===== src/rtl/ajf_pkg.sv =====
package ajf_pkg;

  localparam int FIFO_DEPTH = 65536;
  localparam int PTR_W      = $clog2(FIFO_DEPTH);
  localparam int LVL_W      = $clog2(FIFO_DEPTH + 1);
  localparam int SAMPLE_W   = 32;
  localparam int LEN_W      = 17;
  localparam int CMP_W      = (LVL_W > LEN_W) ? LVL_W : LEN_W;

  localparam logic [LEN_W-1:0] PREBUF_RESET = LEN_W'(48000);

  typedef enum logic [1:0] {
    OP_WRITE = 2'd0,
    OP_PLAY  = 2'd1,
    OP_END   = 2'd2
  } op_t;

  typedef enum logic [1:0] {
    EV_NONE      = 2'd0,
    EV_PRIMED    = 2'd1,
    EV_RECOVERED = 2'd2,
    EV_UNDERRUN  = 2'd3
  } ev_t;

  // Result fields known once the control update is done
  typedef struct packed {
    logic             from_fifo;
    logic             accepted;
    ev_t              event_code;
    logic [31:0]      underruns;
    logic [LEN_W-1:0] fill;
    logic             playing;
  } res_meta_t;

  // Sample store access issued by the control update
  typedef struct packed {
    logic                we;
    logic [PTR_W-1:0]    waddr;
    logic [SAMPLE_W-1:0] wdata;
    logic                re;
    logic [PTR_W-1:0]    raddr;
  } mem_req_t;

  function automatic logic [PTR_W-1:0] ptr_adv(input logic [PTR_W-1:0] p);
    return (p == PTR_W'(FIFO_DEPTH - 1)) ? '0 : PTR_W'(p + 1'b1);
  endfunction

endpackage


===== src/rtl/ajf_channels.sv =====


interface ajf_out_if;
  import ajf_pkg::*;
  logic                valid;
  logic                ready;
  logic [SAMPLE_W-1:0] sample_out;
  logic                sample_from_fifo;
  logic                write_accepted;
  logic [1:0]          status_event;
  logic [31:0]         underrun_count;
  logic [LEN_W-1:0]    fill_level;
  logic                is_playing;

  modport source (output valid, output sample_out, output sample_from_fifo,
                  output write_accepted, output status_event, output underrun_count,
                  output fill_level, output is_playing, input ready);
  modport sink (input valid, input sample_out, input sample_from_fifo,
                input write_accepted, input status_event, input underrun_count,
                input fill_level, input is_playing, output ready);
endinterface


===== src/rtl/ajf_out_pipe.sv =====
module ajf_out_pipe (
  input  logic                         clk,
  input  logic                         rst_n,
  input  logic                         acc,
  input  ajf_pkg::res_meta_t           meta,
  input  logic [ajf_pkg::SAMPLE_W-1:0] rdata,
  output logic                         take,
  ajf_out_if.source                    res
);
  import ajf_pkg::*;

  logic                s1_v_r, s1_v_nxt;
  res_meta_t           s1_meta_r;
  logic                s2_v_r, s2_v_nxt;
  res_meta_t           s2_meta_r;
  logic [SAMPLE_W-1:0] s2_sample_r;
  logic                s2_free, move;

  assign s2_free = !s2_v_r || res.ready;
  assign move    = s1_v_r && s2_free;
  assign take    = !s1_v_r || s2_free;

  always_comb begin
    s1_v_nxt = s1_v_r;
    if (acc) begin
      s1_v_nxt = 1'b1;
    end else if (move) begin
      s1_v_nxt = 1'b0;
    end
    s2_v_nxt = s2_v_r;
    if (move) begin
      s2_v_nxt = 1'b1;
    end else if (res.ready) begin
      s2_v_nxt = 1'b0;
    end
  end

  always_ff @(posedge clk) begin
    if (!rst_n) begin
      s1_v_r <= 1'b0;
      s2_v_r <= 1'b0;
    end else begin
      s1_v_r <= s1_v_nxt;
      s2_v_r <= s2_v_nxt;
    end
  end

  always_ff @(posedge clk) begin
    if (acc) begin
      s1_meta_r <= meta;
    end
    if (move) begin
      s2_meta_r   <= s1_meta_r;
      s2_sample_r <= s1_meta_r.from_fifo ? rdata : '0;
    end
  end

  assign res.valid            = s2_v_r;
  assign res.sample_out       = s2_sample_r;
  assign res.sample_from_fifo = s2_meta_r.from_fifo;
  assign res.write_accepted   = s2_meta_r.accepted;
  assign res.status_event     = s2_meta_r.event_code;
  assign res.underrun_count   = s2_meta_r.underruns;
  assign res.fill_level       = s2_meta_r.fill;
  assign res.is_playing       = s2_meta_r.playing;

endmodule


===== src/flat_wrapper.sv =====
// flat-port wrapper written by rule: the top's interface ports become plain ports
module ajf_out_pipe_flat import ajf_pkg::*;
  (clk, rst_n, acc, meta, rdata, take, res_valid, res_sample_out, res_sample_from_fifo, res_write_accepted, res_status_event, res_underrun_count, res_fill_level, res_is_playing, res_ready);
  ajf_out_if res_i ();
  input  logic clk;
  input  logic rst_n;
  input  logic acc;
  input  ajf_pkg::res_meta_t meta;
  input  logic [ajf_pkg::SAMPLE_W-1:0] rdata;
  output logic take;
  output wire logic [$bits(res_i.valid)-1:0] res_valid;
  output wire logic [$bits(res_i.sample_out)-1:0] res_sample_out;
  output wire logic [$bits(res_i.sample_from_fifo)-1:0] res_sample_from_fifo;
  output wire logic [$bits(res_i.write_accepted)-1:0] res_write_accepted;
  output wire logic [$bits(res_i.status_event)-1:0] res_status_event;
  output wire logic [$bits(res_i.underrun_count)-1:0] res_underrun_count;
  output wire logic [$bits(res_i.fill_level)-1:0] res_fill_level;
  output wire logic [$bits(res_i.is_playing)-1:0] res_is_playing;
  input wire logic [$bits(res_i.ready)-1:0] res_ready;
  assign res_valid = res_i.valid;
  assign res_sample_out = res_i.sample_out;
  assign res_sample_from_fifo = res_i.sample_from_fifo;
  assign res_write_accepted = res_i.write_accepted;
  assign res_status_event = res_i.status_event;
  assign res_underrun_count = res_i.underrun_count;
  assign res_fill_level = res_i.fill_level;
  assign res_is_playing = res_i.is_playing;
  assign res_i.ready = res_ready;
  ajf_out_pipe u_core (.clk(clk), .rst_n(rst_n), .acc(acc), .meta(meta), .rdata(rdata), .take(take), .res(res_i));
endmodule

===== config.mk =====
export PLATFORM = sky130hd
export DESIGN_NAME = ajf_out_pipe_flat
export DESIGN_NICKNAME = d
export VERILOG_FILES = /design/src/rtl/ajf_pkg.sv /design/src/rtl/ajf_channels.sv /design/src/rtl/ajf_out_pipe.sv /design/src/flat_wrapper.sv
export SDC_FILE = /design/constraint.sdc
export NUM_CORES = 1
export LEC_CHECK = 0
export ABC_AREA = 1
export CAP_MARGIN = 20
export CORE_ASPECT_RATIO = 0.8
export CORE_MARGIN = 2
export CORE_UTILIZATION = 24
export CTS_BUF_LIST = sky130_fd_sc_hd__clkbuf_16
export CTS_CLUSTER_SIZE = 8
export DETAILED_ROUTE_END_ITERATION = 12
export DONT_BUFFER_PORTS = 1
export SYNTH_ARGS = -nofsm -noshare
export SYNTH_HDL_FRONTEND = slang
export SYNTH_SLANG_ARGS = --single-unit

===== constraint.sdc =====
create_clock -name clk -period 14.8 [get_ports clk]
set_input_delay 2.96 -clock clk [delete_from_list [all_inputs] [get_ports clk]]
set_output_delay 2.96 -clock clk [all_outputs]
set_load 0.005 [all_outputs]

======== Word level (Yosys, flattened, before mapping) ========
Index checks and enable logic that the tools add are counted.
operators by class
  muxes and demuxes ....................... 4
  reductions and logical operators ........ 7
operators with widths
  operator           number
  $mux 1             4
  $reduce_bool 2->1  2
  $logic_not 1->1    2
  $logic_or 1x1->1   2
  $logic_and 1x1->1  1
storage, ports and cells
  flip-flop bits (word level) ............. 142
  input bits .............................. 90
  output and inout port bits .............. 88
  logic and storage cells ................. 26

======== Depth between registers and ports, before layout ========
  word-level depth ........................ 5
  gate-level depth with buffers ........... 3
  mapped depth without buffers ............ 3

======== Worst setup path after synthesis ========
OpenSTA, ideal clock, no wires.
  path type ............................... input -> register
  from .................................... input res_ready
  to ...................................... register u_core.s2_meta_r, in the netlist u_core.res.fill_level[0], enable pin
  setup time .............................. 558 ps
  data arrival time ....................... 7,160 ps
  data required time ...................... 14,242 ps
  slack ................................... 7,082 ps
  stages on the path ...................... 2
  buffers on the path ..................... 0
  cell sequence ........................... inv_1 a21oi_1
on the way
  cells in the longest elaborated chain, start to end .. 2
ends and longest elaborated chain
  what                  line                RTL
  start, declared       flat_wrapper.sv:19  input wire logic [$bits(res_i.ready)-1:0] res_ready;
  $logic_or 1x1->1      ajf_out_pipe.sv:19  assign s2_free = !s2_v_r || res.ready;
  $logic_and 1x1->1     ajf_out_pipe.sv:20  assign move = s1_v_r && s2_free;
  via u_core.move       ajf_out_pipe.sv:17  logic s2_free, move;
  end signal, assigned  ajf_out_pipe.sv:53  s2_meta_r <= s1_meta_r;
  end, declared         ajf_out_pipe.sv:15  res_meta_t s2_meta_r;
The timed path passes the listed nets, and every way through them passes these cells.
A chain may end at the register's enable or synchronous reset.

======== Final worst setup path ========
  from .................................... input res_ready
  to ...................................... output take
on the way
  cells in the longest elaborated chain, start to end .. 2
ends and longest elaborated chain
  what              line                RTL
  $logic_or 1x1->1  ajf_out_pipe.sv:19
  $logic_or 1x1->1  ajf_out_pipe.sv:21  assign take = !s1_v_r || s2_free;
  end, declared     flat_wrapper.sv:10  output logic take;
No other way between the ends.

==> reports/results.ini <==
[setup_path]
end_kind = output pin
critPathKind = in2out
path_buf_inv = 1
cp.arrival_ns = 3.21
cp_cell_sequence = inv_1, nand3_1
cpPeakStageDelay_ns = 0.14
cp-startpoint = res_ready
r2r_start = u_core.s1_v_r$_SDFFE_PN0P_
critPathLaunchType = input port
cp_slowest_cell = nand3_1
cp_max_fo = 3
cp_top_family = simple AND/OR/NAND/NOR gates
required_ns = 11.84

[clock_tree]
cts_resized = 0
cts_made_buffers = 17
clockBufferDepth = 2
clock-sinks = 142
clk_pin_slew_ns = 0.06
root_buffer = clkbuf_16
postCtsSetupBuffers = 0
cts_tree = yes
hold_buffers = 0
htreeDepth = 4
insertion_delay_ns = 0.41

[die]
die_y_um = 127.2
rows = 45
ioPinCount = 178
initial_core_util_pct = 24.23
die_w_um = 158.1
dieArea_um2 = 20110
coreArea_um2 = 18810

[placed_design]
dp_hpwl_um = 5671
port-buffer-count = 0
place_inst = 474
place_area_um2 = 4865
gp_congestion = 0.6214

[timing]
slew_headroom_pct = 40.18
hold_viol_final = 0
period_share_pct = 41.69
worstMarginPinSlew_ns = 0.8973
rsz0062_at_grt = no
fin_crit_ns = 6.169
finalSetupViolCount = 0
fmax_mhz = 162.1
finClkSkew_ns = 0.008946
finalSetupTns_ns = 0
final-max-slew-violation-count = 0
whs_ns = 0.4079

[global_routing]
grt_overflow = 0
grt_use_total_pct = 8.420
grt_pass1_wl_um = 11760
grt_pass1_vias = 1847
antenna_found_initial = 2
grt_max_degree = 69

[drt]
routed_wl_um = 8536
drt-vias-per-instance = 3.569
via_count = 1813
first_pass_iters = 3
drt_iter0_drc = 135
drc = 0
wl_per_cell_um = 16.80
ant_nets = 0

[final_layout]
fin_area_um2 = 5466
final_cells = 508
num-nets-final = 326
area_delta_synth_final_pct = 19.96
drive_above_1_share_pct = 13.25
fillers = 1891

[pwr]
peakVddDrop_uv = 76.52
p_leak_uw = 0.002006
finalPower_uw = 908.0
power_density_nw_per_um2 = 166.1

[yosys]
synth_seq_area_share_pct = 93.14
syn-cell-area_um2 = 4557
synth_top_area_share_pct = 92.26
ys_types = 7
syn_avg_cell_area_um2 = 20.90
synth_area_leaders = edfxtp_1, inv_1, nand2_1
ys_seq_elements = 142
synth_cells = 218
synth.largest_area_cell = edfxtp_1
ys.warnings.count = 0
synth_nets = 308

[flow_run]
drv_cap = 0

[worst_hold_path]
hp-start = u_core.s1_meta_r[22]$_DFFE_PP_
hp-class = reg2reg

[status]
outcome = finished clean

## flip-flops by register name (all words and copies together) (netlist names)
signal,flops
u_core.res.fill_level,17
u_core.res.valid,1
u_core.res.underrun_count,32
u_core.res.sample_out,32
u_core.res.is_playing,1
u_core.res.sample_from_fifo,1
u_core.res.write_accepted,1
u_core.s1_v_r,1
u_core.res.status_event,2
u_core.s1_meta_r,54
## cells by family after synthesis
family / Yosys count / share of synthesized area (%)
and+or+nand+nor: 34 / 2.828
AOI/OAI and AO/OA: 3 / 0.3294
DFF: 142 / 93.14
buffers and inverters: 39 / 3.707
## path summary, 6_finish.rpt
path | endpoint | slack (ns) | cells after the start
max | take | 8.63 | 2
min | u_core.res.underrun_count[4]$_DFFE_PP_ | 0.41 | 0
max reg2reg | u_core.res.sample_out[5]$_SDFFCE_PN0P_ | 12.65 | 3
min reg2reg | u_core.res.underrun_count[4]$_DFFE_PP_ | 0.41 | 0
## metal layers
layer  vias to the layer above  routed length, µm  part of all wire (%)  track usage [%]
li1                        812                  -                     -                -
met1                       857               3114                    36            8.551
met4                         2                131                   1.5            3.816
met5                         -                 13                  0.15                0
met3                        14               1137                    13            6.106
met2                       128               4139                    48            13.09
## per-stage QoR
stage               util [%]  setup WS, ns
global route           29.06         8.611
finish                 29.07         8.631
detailed placement     25.87         8.628
global placement       25.87         8.654
CTS                    28.91         8.628
floorplan                  -         7.082
## layout make-up
cell class                 instances  area [µm²]  share of cell area, %
clock buffer                      17       425.4                  7.782
multi-input combinational         37       155.1                  2.838
clock inverter                    15       146.4                  2.678
tap                              258       322.8                  5.905
inverter                          36       135.1                  2.472
sequential                       142        4244                  77.64
antenna                            1       2.502                0.04578
timing repair buffer               2       35.03                 0.6409
## synth_stat cells, drive strengths merged
master,number
edfxtp,140
inv,36
nand2,33
a21oi,3
buf,3
dfxtp,2
nand3,1
## where the power goes
group          internal (µW)  switching [µW]
clock network            247             163
registers                473            10.6
logic                   3.54            11.0
total                    724             184
## layout by cell type, fill, tap and decap left out
cell type   netlist  routed
nand2_1          33      33
a21oi_1           3       2
inv_1            36      37
bufinv_16         0       2
buf_16            0       1
buf_4             0       1
clkbuf_16         0      17
clkinv_1          0       1
clkinv_2          0       4
inv_6             0       3
clkinv_4          0       2
edfxtp_1        140     140
dfxtp_1           2       2
diode_2           0       1
clkinvlp_4        0       2
a21oi_4           0       1
nand3_1           1       1
Note: power is estimated with default switching activity, not from simulation.
