**src/rtl/ajf_pkg.sv**
```systemverilog
package ajf_pkg;

  localparam int FIFO_DEPTH = 65536;
  localparam int PTR_W      = $clog2(FIFO_DEPTH);
  localparam int LVL_W      = $clog2(FIFO_DEPTH + 1);
  localparam int SAMPLE_W   = 32;
  localparam int LEN_W      = 17;
  localparam int CMP_W      = (LVL_W > LEN_W) ? LVL_W : LEN_W;

  localparam logic [LEN_W-1:0] PREBUF_RESET = LEN_W'(48000);

  typedef enum logic [1:0] {
    OP_WRITE = 2'd0,
    OP_PLAY  = 2'd1,
    OP_END   = 2'd2
  } op_t;

  typedef enum logic [1:0] {
    EV_NONE      = 2'd0,
    EV_PRIMED    = 2'd1,
    EV_RECOVERED = 2'd2,
    EV_UNDERRUN  = 2'd3
  } ev_t;

  // Result fields known once the control update is done
  typedef struct packed {
    logic             from_fifo;
    logic             accepted;
    ev_t              event_code;
    logic [31:0]      underruns;
    logic [LEN_W-1:0] fill;
    logic             playing;
  } res_meta_t;

  // Sample store access issued by the control update
  typedef struct packed {
    logic                we;
    logic [PTR_W-1:0]    waddr;
    logic [SAMPLE_W-1:0] wdata;
    logic                re;
    logic [PTR_W-1:0]    raddr;
  } mem_req_t;

  function automatic logic [PTR_W-1:0] ptr_adv(input logic [PTR_W-1:0] p);
    return (p == PTR_W'(FIFO_DEPTH - 1)) ? '0 : PTR_W'(p + 1'b1);
  endfunction

endpackage

```
**src/rtl/ajf_ctrl.sv**
```systemverilog
module ajf_ctrl (
  input  logic                         clk,
  input  logic                         rst_n,
  input  logic                         acc,
  input  logic [1:0]                   opcode,
  input  logic [ajf_pkg::SAMPLE_W-1:0] sample_in,
  input  logic [ajf_pkg::LEN_W-1:0]    frame_length,
  input  logic                         cfg_wr_en,
  input  logic [ajf_pkg::LEN_W-1:0]    cfg_wr_data,
  output ajf_pkg::res_meta_t           meta,
  output ajf_pkg::mem_req_t            mem
);
  import ajf_pkg::*;

  logic [PTR_W-1:0] wptr_r, wptr_nxt;
  logic [PTR_W-1:0] rptr_r, rptr_nxt;
  logic [LVL_W-1:0] level_r, level_nxt;
  logic             playing_r, playing_nxt;
  logic             started_r, started_nxt;
  logic             done_r, done_nxt;
  logic             dropping_r, dropping_nxt;
  logic [31:0]      underruns_r, underruns_nxt;
  logic [LEN_W-1:0] prebuf_r;

  logic             wr, rd, accepted, from_fifo, store, start, play_v, full, nonempty;
  logic [CMP_W-1:0] free_space;
  ev_t              ev;

  assign full       = (level_r == LVL_W'(FIFO_DEPTH));
  assign nonempty   = (level_r != '0);
  assign free_space = CMP_W'(FIFO_DEPTH) - CMP_W'(level_r);

  always_comb begin
    wptr_nxt      = wptr_r;
    rptr_nxt      = rptr_r;
    level_nxt     = level_r;
    playing_nxt   = playing_r;
    started_nxt   = started_r;
    done_nxt      = done_r;
    dropping_nxt  = dropping_r;
    underruns_nxt = underruns_r;
    wr            = 1'b0;
    rd            = 1'b0;
    accepted      = 1'b0;
    from_fifo     = 1'b0;
    store         = 1'b0;
    start         = 1'b0;
    play_v        = 1'b0;
    ev            = EV_NONE;
    case (opcode)
      OP_WRITE: begin
        store = 1'b1;
        if (frame_length != '0) begin
          dropping_nxt = (free_space < CMP_W'(frame_length));
          store        = !dropping_nxt;
        end else if (dropping_r) begin
          store = 1'b0;
        end
        if (store && !full) begin
          wr        = 1'b1;
          accepted  = 1'b1;
          wptr_nxt  = ptr_adv(wptr_r);
          level_nxt = LVL_W'(level_r + 1'b1);
        end
      end
      OP_PLAY: begin
        start = !playing_r &&
                ((CMP_W'(level_r) >= CMP_W'(prebuf_r)) || (done_r && nonempty));
        play_v = playing_r || start;
        if (start) begin
          ev          = started_r ? EV_RECOVERED : EV_PRIMED;
          started_nxt = 1'b1;
          playing_nxt = 1'b1;
        end
        if (play_v && nonempty) begin
          rd        = 1'b1;
          from_fifo = 1'b1;
          rptr_nxt  = ptr_adv(rptr_r);
          level_nxt = LVL_W'(level_r - 1'b1);
        end else if (play_v && !done_r) begin
          playing_nxt   = 1'b0;
          underruns_nxt = underruns_r + 32'd1;
          ev            = EV_UNDERRUN;
        end
      end
      OP_END: begin
        done_nxt = 1'b1;
      end
      default: begin
      end
    endcase
  end

  always_ff @(posedge clk) begin
    if (!rst_n) begin
      wptr_r      <= '0;
      rptr_r      <= '0;
      level_r     <= '0;
      playing_r   <= 1'b0;
      started_r   <= 1'b0;
      done_r      <= 1'b0;
      dropping_r  <= 1'b0;
      underruns_r <= '0;
    end else if (acc) begin
      wptr_r      <= wptr_nxt;
      rptr_r      <= rptr_nxt;
      level_r     <= level_nxt;
      playing_r   <= playing_nxt;
      started_r   <= started_nxt;
      done_r      <= done_nxt;
      dropping_r  <= dropping_nxt;
      underruns_r <= underruns_nxt;
    end
  end

  always_ff @(posedge clk) begin
    if (!rst_n) begin
      prebuf_r <= PREBUF_RESET;
    end else if (cfg_wr_en) begin
      prebuf_r <= cfg_wr_data;
    end
  end

  always_comb begin
    meta.from_fifo  = from_fifo;
    meta.accepted   = accepted;
    meta.event_code = ev;
    meta.underruns  = underruns_nxt;
    meta.fill       = LEN_W'(level_nxt);
    meta.playing    = playing_nxt;
    mem.we          = acc && wr;
    mem.waddr       = wptr_r;
    mem.wdata       = sample_in;
    mem.re          = acc && rd;
    mem.raddr       = rptr_r;
  end

endmodule

```
**config.mk**
```make
export PLATFORM = sky130hd
export DESIGN_NAME = ajf_ctrl
export DESIGN_NICKNAME = d
export VERILOG_FILES = /design/src/rtl/ajf_pkg.sv /design/src/rtl/ajf_ctrl.sv
export SDC_FILE = /design/constraint.sdc
export NUM_CORES = 1
export LEC_CHECK = 0
export ABC_CLOCK_PERIOD_IN_PS = 5000
export BUFFER_PORTS_ARGS = -buffer_cell sky130_fd_sc_hd__buf_2
export CORE_MARGIN = 3
export CORE_UTILIZATION = 49
export DETAILED_ROUTE_END_ITERATION = 8
export PLACE_DENSITY_LB_ADDON = 0.25
export RECOVER_POWER = 100
export SETUP_SLACK_MARGIN = 0.05
export SYNTH_ARGS = -nofsm -noshare
export SYNTH_HDL_FRONTEND = slang
export SYNTH_SLANG_ARGS = --single-unit
```
**constraint.sdc**
```tcl
create_clock -name clk -period 5 [get_ports clk]
set_clock_uncertainty 0.2 [all_clocks]
set_input_delay 0.5 -clock clk [delete_from_list [all_inputs] [get_ports clk]]
set_output_delay 0.5 -clock clk [all_outputs]
set_load 0.005 [all_outputs]
```
**Word-level counts from Yosys, hierarchy flattened**

Cells that the tools add are included.

- Flip-flop bits (word level): 102
- Bits in latches: 0
- Memory bits (writable): 0
- Memory bits (read-only): 0
- Input port bits: 72
- Output and inout bits: 120
- Memories kept: 0

- Add/subtract/negate cells: 6
- Multipliers: 0
- Divide/modulo/power cells: 0
- Magnitude comparators: 2
- Equality and inequality tests: 5
- Shift operators: 0
- Multiplexer cells: 24
- Bitwise operators: 0
- Reductions and logical operators: 21

Operator list:

| operator | number |
|---|---|
| $mux 32 | 3 |
| $mux 17 | 2 |
| $pmux 17 s2 | 1 |
| $reduce_bool 17->1 | 2 |
| $add 16x1->16 const B | 2 |
| $add 32x1->32 const B | 1 |
| $eq 16x16->1 const B | 2 |
| $mux 16 | 2 |
| $add 17x1->17 const B | 1 |
| $eq 17x17->1 const B | 1 |
| $ge 17x17->1 | 1 |
| $lt 17x17->1 | 1 |
| $sub 17x1->17 const B | 1 |
| $sub 17x17->17 const A | 1 |
| $reduce_and 3->1 | 4 |
| $mux 1 | 11 |
| $mux 2 | 5 |
| $logic_and 1x1->1 | 7 |
| $logic_not 1->1 | 4 |
| $eq 2x1->1 const B | 1 |
| $eq 2x2->1 const B | 1 |
| $logic_not 2->1 | 1 |
| $logic_or 1x1->1 | 2 |
| $reduce_and 2->1 | 1 |

**Longest topological paths before layout**

Gate-level depths: netlist (run 1).

- Word-level depth: 9
- Gate-level depth with buffers: 19
- Mapped depth without buffers: 17

**Least setup slack after synthesis (run 1)**

OpenSTA, ideal clock, no wires.

- Path kind: flip-flop to output port
- Start point: reg level_r[0]
- End point: out meta[15] (netlist name)
- Arrival: 4106 ps
- Required time: 4300 ps
- Slack: 194 ps
- Stages on the path, launching flop included: 19
- Buffers on the path: 3
- Cells stage by stage: dfxtp_1 -> buf_2 -> inv_1 -> ha_1 -> nor3b_2 -> nand2_1 -> or3_1 -> nor4_1 -> ha_1 -> inv_1 -> ha_1 -> nand4_1 -> or4_1 -> o211ai_1 -> buf_2 -> buf_1 -> o2111ai_1 -> nand3_1 -> o221ai_1

RTL lines:

| item | RTL line | RTL |
|---|---|---|
| start: declaration | ajf_ctrl.sv:17 | `logic [LVL_W-1:0] level_r, level_nxt;` |
| start signal: assignment | ajf_ctrl.sv:107 | `level_r <= level_nxt;` |
| end: declaration | ajf_ctrl.sv:10 | `output ajf_pkg::res_meta_t meta,` |

==> results by group, run 1 <==
Global routing
  • Largest net degree at the start of global routing: 60
  • Vias in the first global route: 6755
  • Total GRT Usage: 24.88%
  • Initial antenna violation count: 0
  • First-pass GRT wire length: 34220 um
  • Gr ovfl total: 0

Critical path
  • Top delay family on crit path: simple AND/OR/NAND/NOR gates
  • Worst path max stage delay: 0.54 ns
  • Crit Path Category: reg -> out
  • Levels on crit path: 19
  • Reg2reg setup slack: 0.43 ns
  • Req. time, crit path: 4.30 ns
  • Arr. time, crit path: 4.30 ns
  • CP Max Fanout: 5
  • R2R cell count: 20
  • CP max-delay cell: or4_1
  • WP buf/inv: 5
  • Worst-path cell chain: inv_4 -> ha_4 -> nor3b_4 -> nand2_1 -> or3_4 -> nor3_4 -> buf_4 -> and2_4 -> xnor2_2 -> ha_1 -> nand4_1 -> or4_1 -> o211ai_1 -> buf_4 -> buf_6 -> o21ai_1 -> o2bb2ai_1 -> xor2_1 -> buf_2
  • CP most frequent cell: buf_4
  • Worst Setup Start Kind: register
  • CP Capture Type: output pin

Timing
  • RSZ-0062 raised after global routing: yes
  • Crit share post-route: 100.1%
  • Worst Hold Slack: 0.1648 ns
  • Pins Over Slew Limit: 60
  • Final WS setup: -0.004611 ns
  • Worst Tran Pin Value: 2.843 ns
  • Hold Vio Cnt, Final: 0
  • FMAX: 199.8 MHz
  • Final setup fails: 2
  • Post-layout min period: 5.005 ns
  • Slew Limit Headroom: -89.56%
  • Setup TNS: -0.006489 ns

Die
  • Site row count: 44
  • Core area: 14810 um^2
  • Initial Util: 51.20%
  • # IOs: 192
  • Die Ht: 130.4 um
  • DIE AREA: 17000 um^2
  • Die span in x: 130.4 um

Power
  • VDD IR max: 0.2305 mV
  • Net Sw Power: 0.5487 mW
  • Reg power frac: 44.7%
  • PD cells: 205.5 nW/um^2
  • Power Internal: 1.311 mW
  • Pwr Total: 1.859 mW
  • Clock power frac: 37.3%
  • Sw Ratio: 29.51%
  • Combinational Power Share: 18.0%
  • Leak pwr: 4.091 nW

Detailed routing
  • First-pass detailed-route iteration total: 6
  • Routed wire length: 21980 um
  • ANT nets after route: 0
  • # DRC: 0
  • Vias: 7398
  • Via/cell ratio: 5.876
  • WL/cell: 17.46 um
  • Initial DRC Count: 603

Synth
  • Post-synth top flop: dfxtp_1
  • Area leader, netlist: dfxtp_1
  • Post-synthesis sequential area ratio: 26.93%
  • Share of the synthesized area in the top cell type: 26.93%
  • Cell count after synthesis: 958
  • Largest cells by area after synthesis: dfxtp_1, ha_1, xnor2_1, xor2_1, nand2_1
  • Count of cell types in the netlist: 75
  • Synth async-reset ratio: 0%
  • Mapped Area: 7582 um^2
  • YS warnings: 0
  • EDFF count, synth: 0
  • Seq cells post-synth: 102
  • Synthesized Nets: 1070
  • Syn Area/Cell: 7.915 um^2

CTS
  • Clock tree root driver cell: clkbuf_16
  • CTS tree: yes
  • CTS Sinks: 102
  • Clock buffer depth: 2
  • TritonCTS Buffers: 9
  • Clk_lat worst skew: 0.36 ns
  • Clock slew at reported path FFs: 0.08 ns
  • H-Tree Depth: 3

Cells and area
  • Most frequent cells in the layout: buf_2, dfxtp_1, nand2_1, nor2_1, buf_4
  • Area delta synth->final: 19.34%
  • Share of post-route cells with drive strength above 1: 23.81%
  • Nets: 1182
  • Commonest non-fill, non-tap cell in the layout: buf_2
  • N_diodes: 0

Min path
  • Worst hold path depth: 3
  • Worst hold path type: in -> reg

Status
  • Status: finished, violations left
  • Failing checks: max-capacitance violations, max-slew violations, negative setup slack

Placed design
  • I/O Buffers: 127
  • RePlAce Congestion: 0.9494
  • Setup WS pre-CTS: 0.1360 ns
  • Post-DP HPWL: 14960 um

Job
  • Max-cap violations: 1
-- cells by family (layout without fill, tap and decap cells) --
logic type	count (synthesis)	after routing	share of synthesized area (%)
AOI/OAI and AO/OA	133	133	12.77
xor gates and xnor gates	102	102	11.78
adders and majority gates	40	40	6.601
buffers and inverters	151	268	9.670
DFF	102	102	26.93
muxes	31	31	4.125
and+or+nand+nor	399	399	28.12
-- Yosys cell counts, types with 4 or more instances --
| cell type | count |
|---|---|
| a211oi_1 | 4 |
| a21oi_1 | 26 |
| a32oi_1 | 4 |
| and2_1 | 12 |
| and3_1 | 30 |
| and4_1 | 18 |
| buf_1 | 4 |
| buf_2 | 13 |
| buf_4 | 36 |
| clkbuf_1 | 39 |
| dfxtp_1 | 102 |
| ha_1 | 40 |
| inv_1 | 54 |
| mux2i_1 | 29 |
| nand2_1 | 90 |
| nand2b_1 | 21 |
| nand3_1 | 50 |
| nand3b_1 | 4 |
| nand4_1 | 25 |
| nor2_1 | 83 |
| nor3_1 | 17 |
| nor4_1 | 11 |
| o2111ai_1 | 10 |
| o211ai_1 | 19 |
| o21a_1 | 4 |
| o21ai_0 | 13 |
| o22ai_1 | 6 |
| o32ai_1 | 6 |
| or3_1 | 10 |
| or4_1 | 6 |
| xnor2_1 | 51 |
| xor2_1 | 51 |
-- layer usage --
layer | GRT usage (%) | vias to the layer above | routed length [um]
li1 | - | 3579 | -
met1 | 32.38 | 3443 | 9551
met2 | 40.07 | 315 | 10050
met3 | 5.976 | 61 | 1688
met4 | 9.558 | 0 | 683
met5 | 0 | - | 0
-- sequential cells by signal, summed over array words and instances, names as in the netlist --
name / flops
underruns_r: 32
level_r: 17
prebuf_r: 17
rptr_r: 16
wptr_r: 16
done_r: 1
dropping_r: 1
playing_r: 1
started_r: 1
-- worst min-delay path, delay by kind of cell --
| family | cells | cell delay (ns) |
|---|---|---|
| buffers and inverters | 1 | 0.08 |
| AND/OR/NAND/NOR | 1 | 0.04 |
| AO/OA/AOI/OAI | 1 | 0.06 |
-- per-stage QoR --
step	util [%]	cell area, um^2	std cells
final	61.10	9049	1259
after detailed placement	55.37	8200	1209
after CTS	59.12	8756	1244
after global routing	61.10	9049	1259
after global placement	55.37	8200	1209
after floorplan	-	7582	958
-- power by group through the flow --
stage | Sequential [mW] | Clock [mW] | Combinational [mW]
CTS | 0.830 | 0.710 | 0.292
detailed placement | 0.850 | 0 | 0.253
floorplan | 0.848 | 0 | 0.188
global placement | 0.850 | 0 | 0.250
finish | 0.831 | 0.694 | 0.335
global route | 0.832 | 0.739 | 0.361
-- path summary, 6_finish.rpt --
| kind | start | end |
|---|---|---|
| hold reg to reg | wptr_r[4] | wptr_r[4] |
| hold / removal | cfg_wr_data[7] | prebuf_r[7] |
| setup reg to reg | level_r[0] | wptr_r[7] |
| setup / recovery | level_r[0] | meta[13] |
-- timing repair --
item	4_1_cts	5_1_grt
endpoints found under the setup margin	22	30
hold buffers	0	0
cloned	1	0
pin swaps	13	24
gates resized for setup	27	34
buffers inserted	18	15
endpoints found under the hold margin	0	0
-- cell type report --
class / count / area [um^2]
inverters: 57 / 219.0
clock inverters: 7 / 55.05
fillers: 1334 / 5761
well taps: 184 / 230.2
repair buffers: 195 / 1170
clock buffers: 9 / 225.2
multi-input cells: 705 / 5100
flip-flops and latches: 102 / 2049
Note: power is estimated with default switching activity, not from simulation.
==> run 2, diff against run 1 <==
Settings changed: GPL_TIMING_DRIVEN from default to 0.
==> run 2 against run 1 <==
  * The flow finishes with violations (negative setup slack)
  * Sequential share of layout area is 1.3 points lower
  * Combinational power is 18% higher
  * Sequential power hardly changed
==> results by group, run 2 (synthesis gave the netlist of run 1 again) <==
Timing
  • RSZ-0062 raised after global routing: yes
  • Slew Limit Headroom: 15.83% (+110 points)
  • Post-layout min period: 5.292 ns (+0.2878 ns)
  • FMAX: 188.9 MHz (-5.4%)
  • Worst Hold Slack: 0.1634 ns (-0.001467 ns)
  • Worst Tran Pin Value: 1.251 ns (-1.592 ns)
  • Final WS setup: -0.2924 ns (-0.2878 ns)
  • Pins Over Slew Limit: 0 (-100%)
  • Hold Vio Cnt, Final: 0 (unchanged)
  • Crit share post-route: 105.8% (+5.8 points)
  • Final setup fails: 19 (+17)

Detailed routing
  • First-pass detailed-route iteration total: 6 (unchanged)
  • Wl on met1: 9871 um (+3.4%)
  • WL/cell: 18.08 um (+3.6%)
  • Vias: 7995 (+8.1%)
  • Initial DRC Count: 704 (+17%)
  • # DRC: 0 (unchanged)
  • ANT nets after route: 0 (unchanged)
  • Routed wire length: 24510 um (+12%)
  • Routed wl met3: 2422 um (+43%)
  • Via/cell ratio: 5.896 (+0.34%)
  • Met2 routed WL: 11320 um (+13%)
  • Top routing layer used: met4

CTS
  • Clock slew at reported path FFs: 0.06 ns (-0.02 ns)
  • CTS tree: yes
  • H-Tree Depth: 3 (unchanged)
  • Clock buffer depth: 2 (unchanged)
  • CTS Sinks: 102 (unchanged)
  • TritonCTS Buffers: 9 (unchanged)
  • Clk_lat worst skew: 0.36 ns (about the same)
  • Clock tree root driver cell: clkbuf_16
  • Hold_buf cts: 0 (unchanged)

Min path
  • Hold Path End: prebuf_r[9]
  • Worst hold path type: in -> reg
  • Worst hold path depth: 3 (unchanged)
  • Worst hold start: cfg_wr_data[9]

Die
  • Site row count: 44 (unchanged)
  • Die span in x: 130.4 um (unchanged)
  • Die Ht: 130.4 um (unchanged)
  • Core area: 14810 um^2 (unchanged)
  • # IOs: 192 (unchanged)
  • Initial Util: 51.20% (unchanged)
  • DIE AREA: 17000 um^2 (unchanged)

Cells and area
  • Most frequent cells in the layout: buf_2, dfxtp_1, nand2_1, nor2_1, clkbuf_1
  • Area delta synth->final: 26.58%
  • Commonest non-fill, non-tap cell in the layout: buf_2
  • Biggest register: underruns_r
  • Nets: 1281 (+8.4%)
  • Finished Cell Area: 9598 um^2 (+6.1%)
  • Number of flip-flops in the largest register: 32 (unchanged)
  • N_diodes: 0 (unchanged)
  • Share of post-route cells with drive strength above 1: 26.11% (+2.3 points)
  • Largest regs: underruns_r (32), level_r (17), prebuf_r (17)

Placed design
  • RePlAce Congestion: 0.9362 (-1.4%)
  • Setup WS pre-CTS: -1.122 ns (-1.258 ns)
  • I/O Buffers: 158 (+24%)
  • Post-DP HPWL: 17160 um (+15%)
  • Area of placed instances: 8603 um^2 (+4.9%)

Global routing
  • Total GRT Usage: 27.61% (+2.7 points)
  • Initial antenna violation count: 0 (unchanged)
  • Vias in the first global route: 7283 (+7.8%)
  • Largest net degree at the start of global routing: 16 (-73%)
  • Gr ovfl total: 0 (unchanged)
  • First-pass GRT wire length: 37180 um (+8.6%)

Critical path
  • Top delay family on crit path: simple AND/OR/NAND/NOR gates
  • CP Max Fanout: 8 (+3)
  • Worst path max stage delay: 0.55 ns (about the same)
  • Worst-path cell chain: buf_6 -> nor4_4 -> nand4_2 -> or3_4 -> or3_4 -> xnor2_2 -> ha_1 -> nand4_1 -> or4_1 -> o211ai_1 -> buf_4 -> o21ai_4 -> inv_4 -> buf_12 -> buf_4 -> nor2_2 -> xnor2_1 -> buf_2
  • Arr. time, crit path: 4.59 ns (+0.29 ns)
  • R2R cell count: 18 (-10%)
  • Worst Setup Start Kind: register
  • Crit Path Category: reg -> out
  • Req. time, crit path: 4.30 ns (about the same)
  • Reg2reg start: level_r[3]
  • Reg2reg setup slack: 0.18 ns (-0.25 ns)
  • Reg2Reg Capture Point: level_r[14]
  • WP buf/inv: 6 (+1)
  • CP max-delay cell: or4_1
  • CP Capture Type: output pin

Status
  • Failing checks: negative setup slack
  • Status: finished, violations left

Job
  • Max-cap violations: 0 (-1)

Power
  • Leak pwr: 4.351 nW (+6.4%)
  • VDD IR max: 0.1713 mV (-26%)
  • PD cells: 196.8 nW/um^2 (-4.2%)
-- run 2: per-stage QoR --
step	instances	util, %	power, mW	setup TNS, ns
after CTS	1343	63.19	1.858	-1.230
after detailed placement	1300	58.09	1.136	-60.79
final	1356	64.81	1.888	-4.162
after floorplan	958	-	1.035	0
after global placement	1300	58.09	1.131	-53.86
after global routing	1356	64.81	1.956	-6.926
-- run 2: repair_timing --
item / 4_1_cts / 5_1_grt
pin swaps: 25 / 26
gates resized for setup: 60 / 35
hold endpoints to repair: 0 / 0
endpoints found under the setup margin: 136 / 65
buffers inserted: 29 / 15
-- run 2: cell type report --
class	count	area, um^2
inverters	57	224.0
clock inverters	3	21.27
flip-flops and latches	102	2048
repair buffers	202	1125
clock buffers	11	242.7
fillers	1256	5211
plain buffers	92	554.3
multi-input cells	705	5152
well taps	184	230.2
-- run 2: worst max path at each step --
stage	start	endpoint	slack, ns	cells after the start
finish	level_r[3]	meta[1]	-0.29	18
global route	level_r[2]	meta[1]	-0.45	19
CTS	level_r[0]	meta[4]	-0.16	20
detailed placement	level_r[0]	meta[17]	-1.12	19
global placement	level_r[0]	meta[17]	-1.06	19
floorplan	level_r[0]	meta[15]	0.19	18
-- run 2: tightest hold or removal path, cell delays in order --
cell and delay (ns):
buf_2 0.08, nand2_1 0.04, o211ai_1 0.06
-- run 2: power breakdown --
part	internal, mW	leakage (nW)	switching (mW)
sequential	0.824	0.828	0.00761
clock	0.347	0.128	0.314
combinational	0.178	3.40	0.218
total	1.35	4.35	0.540
-- run 2: metal layers --
metal / track usage, % / vias up
met5: 0 / -
met4: 10.53 / 0
met3: 6.870 / 86
met2: 44.42 / 476
met1: 35.88 / 3658
li1: - / 3775
==> run 3, diff against run 2 <==
Settings changed: ABC_CLOCK_PERIOD_IN_PS 5000 to 6430, CORE_UTILIZATION 49 to 55.
Clock period 5 ns to 6.43 ns, I/O delays scaled along.
==> run 3 against run 2 <==
  * The run now ends clean
  * Cell count down 3.4%
  * Flip-flop and latch count unchanged
  * Power fell by 21%
  * Sequential power decreased by 22%
  * First-iteration DRC count fell by 28%
  * Critical path depth rose by 1
  * Design area shrank 7.0%
  * Critical path type unchanged
  * Highest routed layer unchanged
==> results by group, run 3 (synthesis gave the netlist of run 1 again) <==
Timing
  • Hold Vio Cnt, Final: 0 (unchanged)
  • Post-layout min period: 6.147 ns
  • Final WS setup: 0.2833 ns (+0.5757 ns)
  • Slew Limit Headroom: 16.78% (+0.95 points)
  • Setup TNS: 0 ns (+4.162 ns)
  • RSZ-0062 raised after global routing: no
  • Crit share post-route: 95.59%
  • FMAX: 162.7 MHz
  • Pins Over Slew Limit: 0 (unchanged)
  • Final setup fails: 0 (-19)
  • Worst Tran Pin Value: 1.237 ns (-0.01413 ns)

Critical path
  • CP Capture Type: output pin
  • Reg2Reg Capture Point: wptr_r[0]
  • Worst Setup Start Kind: register
  • Req. time, crit path: 5.59 ns (+1.29 ns)
  • R2R cell count: 18 (unchanged)
  • Crit Path Category: reg -> out
  • Reg2reg start: level_r[0]
  • CP Max Fanout: 10 (+2)
  • Arr. time, crit path: 5.30 ns (+0.71 ns)
  • Reg2reg setup slack: 1.07 ns (+0.89 ns)

Detailed routing
  • ANT nets after route: 0 (unchanged)
  • First-pass detailed-route iteration total: 7 (+1)
  • WL/cell: 17.17 um (-5.0%)
  • Routed wire length: 22490 um (-8.2%)
  • Via/cell ratio: 5.856 (-0.68%)
  • Vias: 7671 (-4.1%)
  • # DRC: 0 (unchanged)
  • Initial DRC Count: 506 (-28%)

CTS
  • TritonCTS Buffers: 9 (unchanged)
  • CTS tree: yes
  • CTS Sinks: 102 (unchanged)
  • Clock slew at reported path FFs: 0.07 ns (about the same)
  • H-Tree Depth: 3 (unchanged)
  • Clock buffer depth: 2 (unchanged)
  • Clk_lat worst skew: 0.36 ns (about the same)
  • Clock tree root driver cell: clkbuf_16

Min path
  • Worst hold path type: reg -> reg
  • Worst hold start: prebuf_r[7]
  • Worst hold path depth: 2 (-1)
  • Hold Path End: prebuf_r[7]

Die
  • Initial Util: 56.81% (+5.6 points)
  • # IOs: 192 (unchanged)
  • Site row count: 42 (-4.5%)
  • Die span in x: 123.4 um (-5.4%)
  • DIE AREA: 15230 um^2 (-10%)
  • Core area: 13350 um^2 (-9.9%)
  • Die Ht: 123.4 um (-5.4%)

Power
  • Power Internal: 1.094 mW (-19%)
  • Sw Ratio: 26.80% (-1.8 points)
  • Pwr Total: 1.494 mW (-21%)
  • Combinational Power Share: 15.4% (-5.6 points)
  • Net Sw Power: 0.4005 mW (-26%)
  • PD cells: 167.5 nW/um^2 (-15%)
  • VDD IR max: 0.1364 mV (-20%)
  • Reg power frac: 43.2% (-0.8 points)
  • Clock power frac: 41.4% (+6.4 points)
  • Leak pwr: 4.059 nW (-6.7%)

Cells and area
  • N_diodes: 0 (unchanged)
  • Biggest register: underruns_r
  • Fillers: 1211 (-3.6%)
  • Largest regs: underruns_r (32), level_r (17), prebuf_r (17)
  • Register area: 2042 um^2 (-0.31%)
  • Area delta synth->final: 17.69%
  • Number of flip-flops in the largest register: 32 (unchanged)
  • Share of post-route cells with drive strength above 1: 19.05% (-7.1 points)
  • Most frequent cells in the layout: buf_2, dfxtp_1, nand2_1, nor2_1, clkbuf_1
  • Multi-input logic area: 4832 um^2 (-6.2%)
  • Nets: 1241 (-3.1%)
  • Commonest non-fill, non-tap cell in the layout: buf_2

Job
  • Max-cap violations: 0 (unchanged)

Global routing
  • Vias in the first global route: 6945 (-4.6%)
  • First-pass GRT wire length: 34680 um (-6.7%)
  • Initial antenna violation count: 0 (unchanged)
  • Total GRT Usage: 28.77% (+1.2 points)
  • Largest net degree at the start of global routing: 17 (+1)
  • Gr ovfl total: 0 (unchanged)

Placed design
  • RePlAce Congestion: 0.9592 (+2.5%)
  • I/O Buffers: 158 (unchanged)
  • Post-DP HPWL: 16750 um (-2.3%)
  • Setup WS pre-CTS: 0.2096 ns (+1.332 ns)

Status
  • Status: complete, no violations
==> run 3: layout make-up <==
cell class | count | share of cell area (%)
sequential | 102 | 22.88
clock buffer | 12 | 2.874
timing repair buffer | 160 | 8.567
buffer | 94 | 5.777
inverter | 57 | 2.426
multi-input combinational | 705 | 54.15
tap | 176 | 2.468
clock inverter | 4 | 0.8553
==> run 3: metrics by stage <==
stage | cells | hold slack [ns] | cell area (um^2) | util [%]
after floorplan | 958 | 0.2574 | 7582 | -
after global placement | 1292 | 0.2662 | 8593 | 64.38
after detailed placement | 1292 | 0.2749 | 8593 | 64.38
after CTS | 1308 | 0.2891 | 8934 | 66.93
after global routing | 1310 | 0.3138 | 8924 | 66.85
final | 1310 | 0.2843 | 8924 | 66.85
==> run 3: critical path: stages, from the launching register on <==
cell and delay [ns]:
dfxtp_1 0.32, buf_2 0.20, inv_1 0.17, ha_2 0.28
nor3b_4 0.30, nand2_1 0.12, or3_1 0.42, nor4_4 0.42
ha_1 0.31, inv_1 0.11, ha_1 0.17, nand4_1 0.13
or4_1 0.54, o211ai_1 0.28, clkbuf_4 0.28, o21ai_2 0.20
inv_4 0.21, a32oi_1 0.13, xnor2_1 0.19, buf_2 0.16
==> run 3: worst max path at each step <==
stage,start,endpoint,depth (start not counted)
after global placement,level_r[0],meta[15],19
after detailed placement,level_r[0],meta[15],19
after global routing,level_r[0],meta[12],18
after CTS,level_r[0],meta[12],18
final,level_r[0],meta[17],19
after floorplan,level_r[0],meta[15],18
==> run 3: what timing repair did <==
action	4_1_cts	5_1_grt
setup endpoints to repair	12	22
gates resized for setup	2	11
hold buffers	0	0
setup buffers	0	2
pin swaps	0	1
==> run 3: metal layers <==
metal / up-vias / part of all wire, % / track usage [%]
met2: 378 / 47 / 47.40
met4: 0 / 2.4 / 11.28
met1: 3543 / 42 / 37.89
met3: 45 / 8.9 / 4.300
li1: 3705 / - / -
met5: - / 0 / 0
==> run 3: power groups by stage <==
stage | Clock, mW | Combinational, mW | Sequential (mW)
2_1_floorplan | 0 | 0.146 | 0.659
3_3_place_gp | 0 | 0.218 | 0.660
3_5_place_dp | 0 | 0.222 | 0.661
4_1_cts | 0.622 | 0.224 | 0.646
5_1_grt | 0.649 | 0.253 | 0.647
6_report | 0.619 | 0.230 | 0.646
